`src/rtl/core/tournament_tree_top_k_select_core_assert.svh`:
```
// ----------------------------------------------------------------------------
// Assertion macros for the tournament tree top-k selection core.
// Each macro checks a property on the rising edge of clk, off during reset.
// ----------------------------------------------------------------------------
`ifndef TOURNAMENT_TREE_TOP_K_SELECT_CORE_ASSERT_SVH
`define TOURNAMENT_TREE_TOP_K_SELECT_CORE_ASSERT_SVH

`ifndef SYNTHESIS

// Same-cycle implication.
`define TTKS_ASSERT_IMP(label, ante, cons) \
  label: assert property (@(posedge clk) disable iff (rst) (ante) |-> (cons)) \
    else $error("ttks assertion failed");

// Next-cycle implication.
`define TTKS_ASSERT_NXT(label, ante, cons) \
  label: assert property (@(posedge clk) disable iff (rst) (ante) |=> (cons)) \
    else $error("ttks assertion failed");

`else

`define TTKS_ASSERT_IMP(label, ante, cons)
`define TTKS_ASSERT_NXT(label, ante, cons)

`endif

`endif

```
`src/rtl/core/ttks_ram.sv`:
```
// ----------------------------------------------------------------------------
// ttks_ram
// Generic simple dual-port RAM: one write port, one registered read port.
// ----------------------------------------------------------------------------
module ttks_ram #(
  parameter int WIDTH = 8,
  parameter int DEPTH = 2,
  localparam int AW = (DEPTH > 1) ? $clog2(DEPTH) : 1
) (
  input  logic             clk,
  input  logic             we,
  input  logic [AW-1:0]    waddr,
  input  logic [WIDTH-1:0] wdata,
  input  logic [AW-1:0]    raddr,
  output logic [WIDTH-1:0] rdata
);

  logic [WIDTH-1:0] mem [DEPTH];

  // Write and registered read.
  always_ff @(posedge clk) begin
    if (we) begin
      mem[waddr] <= wdata;
    end
    rdata <= mem[raddr];
  end

endmodule

```
`config.mk`:
```
export PLATFORM = sky130hd
export DESIGN_NAME = ttks_ram
export DESIGN_NICKNAME = d
export VERILOG_FILES = /design/src/rtl/core/tournament_tree_top_k_select_core_assert.svh /design/src/rtl/core/ttks_ram.sv
export SDC_FILE = /design/constraint.sdc
export NUM_CORES = 1
export LEC_CHECK = 0
export BUFFER_PORTS_ARGS = -buffer_cell sky130_fd_sc_hd__buf_2
export CORE_ASPECT_RATIO = 1.2
export CORE_MARGIN = 2
export CORE_UTILIZATION = 40
export DETAILED_ROUTE_END_ITERATION = 7
export PLACE_DENSITY = 0.59
export SLEW_MARGIN = 20
export SYNTH_ARGS = -nofsm -noshare
export SYNTH_HDL_FRONTEND = slang
export SYNTH_SLANG_ARGS = --single-unit
```
`constraint.sdc`:
```
create_clock -name clk -period 1.19 [get_ports clk]
set_clock_uncertainty 0.1 [all_clocks]
set_input_delay 0.1785 -clock clk [delete_from_list [all_inputs] [get_ports clk]]
set_output_delay 0.1785 -clock clk [all_outputs]
set_load 0.05 [all_outputs]
```
## Yosys cells after proc, flatten, opt, wreduce, memory -nomap -nowiden

Memory sizes are Yosys's and may differ from the RTL's. A register that Yosys moved wholly into a read port is not among the register bits.
Cells that the tools add are included.

| cells by class | value |
|---|---|
| muxes and demuxes | 2 |

Operators with widths:

| operator | number |
|---|---|
| $mux W1 | 2 |

| word-level totals | value |
|---|---|
| flip-flop bits (word level) | 0 |
| RAM bits | 16 |
| input port bits | 12 |
| output and inout bits | 8 |
| word-level logic and storage cells | 3 |
| memories | 1 |

Memories:

| name | words | bits a word | read ports | clocked after memory_dff | wr ports | RTL line | RTL |
|---|---|---|---|---|---|---|---|
| mem | 2 | 8 | 1 | 1 | 1 | ttks_ram.sv:18 | `logic [WIDTH-1:0] mem [DEPTH];` |

## Depth between registers and ports, before layout

| logic depth | value |
|---|---|
| depth after elaboration | 2 |
| gate-level depth with buffers | 2 |
| mapped depth without buffers | 1 |

## Worst setup path after synthesis

Ideal clock, no wire load.

| timing | value |
|---|---|
| path kind | input port to flip-flop |
| start | input port we |
| end | memory mem[0][0] (enable) |
| setup time | 0.373 ns |
| data arrival time | 0.599 ns |
| required time | 0.717 ns |
| slack | 0.118 ns |
| stages | 1 |
| path buffers | 0 |
| path through | nor2b_1 |

| on the way | value |
|---|---|
| cells in the longest elaborated chain, start to end | 2 |

RTL lines:

| element | RTL line | RTL |
|---|---|---|
| start: declaration | ttks_ram.sv:11 | `input logic we,` |
| $mux W1 | ttks_ram.sv:22 | `if (we) begin` |
| $mux W1 (not written as such) | ttks_ram.sv:23 | `mem[waddr] <= wdata;` |
| end: declaration | ttks_ram.sv:18 |  |

No other way between the ends.

## Worst setup path in the final report

| timing | value |
|---|---|
| start | register rdata[4] (read register of mem) |
| end | output port rdata[4] |

RTL lines:

| element | RTL line | RTL |
|---|---|---|
| start: declaration | ttks_ram.sv:15 | `output logic [WIDTH-1:0] rdata` |

No word-level cell between the ends.

==> summary.txt <==
Route
  – DR vias/cell: 4.541
  – WL per Instance: 11.06 um
  – Drt drc: 0
  – Pre-Repair DR Iteration Count: 2
  – Final ANT Viol Nets: 0
  – DR iter-0 viols: 5
  – DR vias: 386
  – Drt total wl: 940 um

STA
  – Hold Violations, Final: 0
  – Final max-slew violation count: 0
  – Worst slew margin: 0.7597
  – Minimum clock period: 1.150 ns
  – Setup ws final: 0.04017 ns
  – Tcrit/Tclk final: 0.9662
  – Worst slew pin tran: 0.3605 ns
  – RSZ-0062 raised after global routing: no
  – Max Fclk: 869.7 MHz
  – # setup viols final: 0
  – TNS Setup: 0 ns

Clocking
  – Clk slew on worst S/H paths: 0.12 ns
  – Setup bufs post-CTS: 0
  – Root buffer cell: clkbuf_4
  – Sink Count: 24
  – TritonCTS clock tree: built
  – TritonCTS Buffers: 3
  – CTS max path bufs: 2
  – Clk_lat worst skew: 0.31 ns
  – Htree depth: 1

Final layout
  – Ant. Diodes: 0
  – Share of layout cells above drive strength 1: 0.4697
  – Most frequent cells in the layout: edfxtp_1, buf_2, clkbuf_4
  – Finished Layout Cells: 85
  – Nets@finish: 79
  – Design area: 0.001023 mm^2
  – Synth-to-layout area growth: 30.46%
  – Fill count: 141
  – Commonest non-fill, non-tap cell in the layout: edfxtp_1

Synthesis
  – Post-synthesis cell area: 784.5 um^2
  – Seq cells post-synth: 24
  – Post-synthesis compound-gate area fraction: 0
  – Syn Nets: 47
  – Largest family of logic cells by synthesized area: multiplexers
  – Synth warnings: 0
  – Post-Synth Simple-Gate Area: 0.01595
  – Synth Area in Adders: 0
  – Register area share after synthesis: 0.8166
  – Synth Instances: 35
  – XOR/XNOR Fraction of Synth Area: 0
  – Multiplexer share of the synthesized area: 0.1531
  – Yosys cell types: 6
  – Mean Syn Cell Area: 22.41 um^2

Global route
  – Pin count of the biggest net entering global routing: 14
  – Total track usage: 0.09642
  – Vias in the first global route: 365
  – Global-route wire length before repair: 1490 um
  – Initial antenna violation count: 0
  – GRT overflow: 0

Place
  – Dpl cells: 73
  – Port Buf Inserts: 19
  – Placed cell area: 899.6 um^2
  – DP Worst Slack: 0.1379 ns
  – Routability cong.: 0.6381

Worst setup path
  – Critical path type: flop to output pin
  – Critical Path Sink Type: output pin
  – CP Launch Type: flop
  – CP max stage delay: 0.32 ns
  – Critical Path AT: 0.87 ns
  – CP cell instances: buf_2
  – CP required: 0.91 ns
  – Buffers & Inverters on Critical Path: 1
  – CP top delay family: flip-flops
  – Crit-path slowest cell: dfxtp_1
  – Crit-path max FO: 1

Outcome
  – Status: finished clean

Hold path
  – Worst Hold Class: primary input to flop

Die
  – Die H: 52.51 um
  – # IOs: 20
  – FP Rows: 17
  – Core ar.: 0.001851 mm^2
  – Die Width: 44.43 um
  – Initial core utilization: 0.4239
  – Full die area: 0.002333 mm^2

Run
  – Max cap viols: 0

Power and ir drop
  – Static leakage: 0.4211 nW
  – Power per standard cell area: 1510 mW/mm^2
  – Maximum vdd drop: 0.0008685 V
## cells by family (layout without fill, tap and decap cells)
group                  count (synthesis)  count (layout)
muxes                                  8               8
DFF                                   24              24
and+or+nand+nor                        2               2
buffers and inverters                  1              32
## state kept, by name (all words and copies together) (netlist names)
signal	flops
rdata	8
mem	16
## cell type report
type	count	area (um^2)	area share
tap	19	23.77	0.02323
clock buffer	4	26.28	0.02567
sequential	24	640.6	0.6259
timing repair buffer	28	200.2	0.1956
multi-input combinational	10	132.6	0.1296
## routing by layer
| metal | wire (um) | vias to the layer above | share of wire | track usage |
|---|---|---|---|---|
| met4 | 14 | 0 | 0.015 | 0.07576 |
| li1 | - | 190 | - | - |
| met3 | 71 | 2 | 0.076 | 0.03793 |
| met2 | 491 | 17 | 0.52 | 0.1544 |
| met5 | 0 | - | 0 | 0 |
| met1 | 363 | 177 | 0.39 | 0.09817 |
## stage by stage
| step | util | total power, W | hold slack (ns) |
|---|---|---|---|
| 5_1_grt | 0.5531 | 0.001616 | 0.1820 |
| 3_3_place_gp | 0.4861 | 0.001184 | 0.2700 |
| 6_report | 0.5531 | 0.001545 | 0.1999 |
| 3_5_place_dp | 0.4861 | 0.001184 | 0.2699 |
| 4_1_cts | 0.5436 | 0.001555 | 0.1884 |
| 2_1_floorplan | - | 0.001134 | 0.1774 |
## timing repair
action	4_1_cts	5_1_grt
gates resized for setup	0	7
setup endpoints to repair	0	7
hold endpoints to repair	16	0
hold buffers	8	0
## synth_stat cells
cell | number | area share
and2_1 | 1 | 0.0080
buf_6 | 1 | 0.014
dfxtp_1 | 8 | 0.20
edfxtp_1 | 16 | 0.61
mux2_4 | 8 | 0.15
nor2b_1 | 1 | 0.0080
## final timing paths
path                            slack (ns)           startpoint  depth (start not counted)          endpoint
worst min-delay path                  0.20                raddr                          2  rdata[2]$_DFF_P_
worst min register to register        0.38  mem[0][5]$_DFFE_PP_                          1  rdata[5]$_DFF_P_
worst max register to register        0.33  mem[1][3]$_DFFE_PP_                          1  rdata[3]$_DFF_P_
worst max-delay path                  0.04     rdata[4]$_DFF_P_                          1          rdata[4]
## where the power goes
group | internal, W | leakage (nW) | switching (W)
Combinational | 0.0000964 | 0.188 | 0.000130
Sequential | 0.000954 | 0.218 | 0.0000137
Clock | 0.000131 | 0.0150 | 0.000220
No activity file was read; power rests on OpenSTA's default activity.
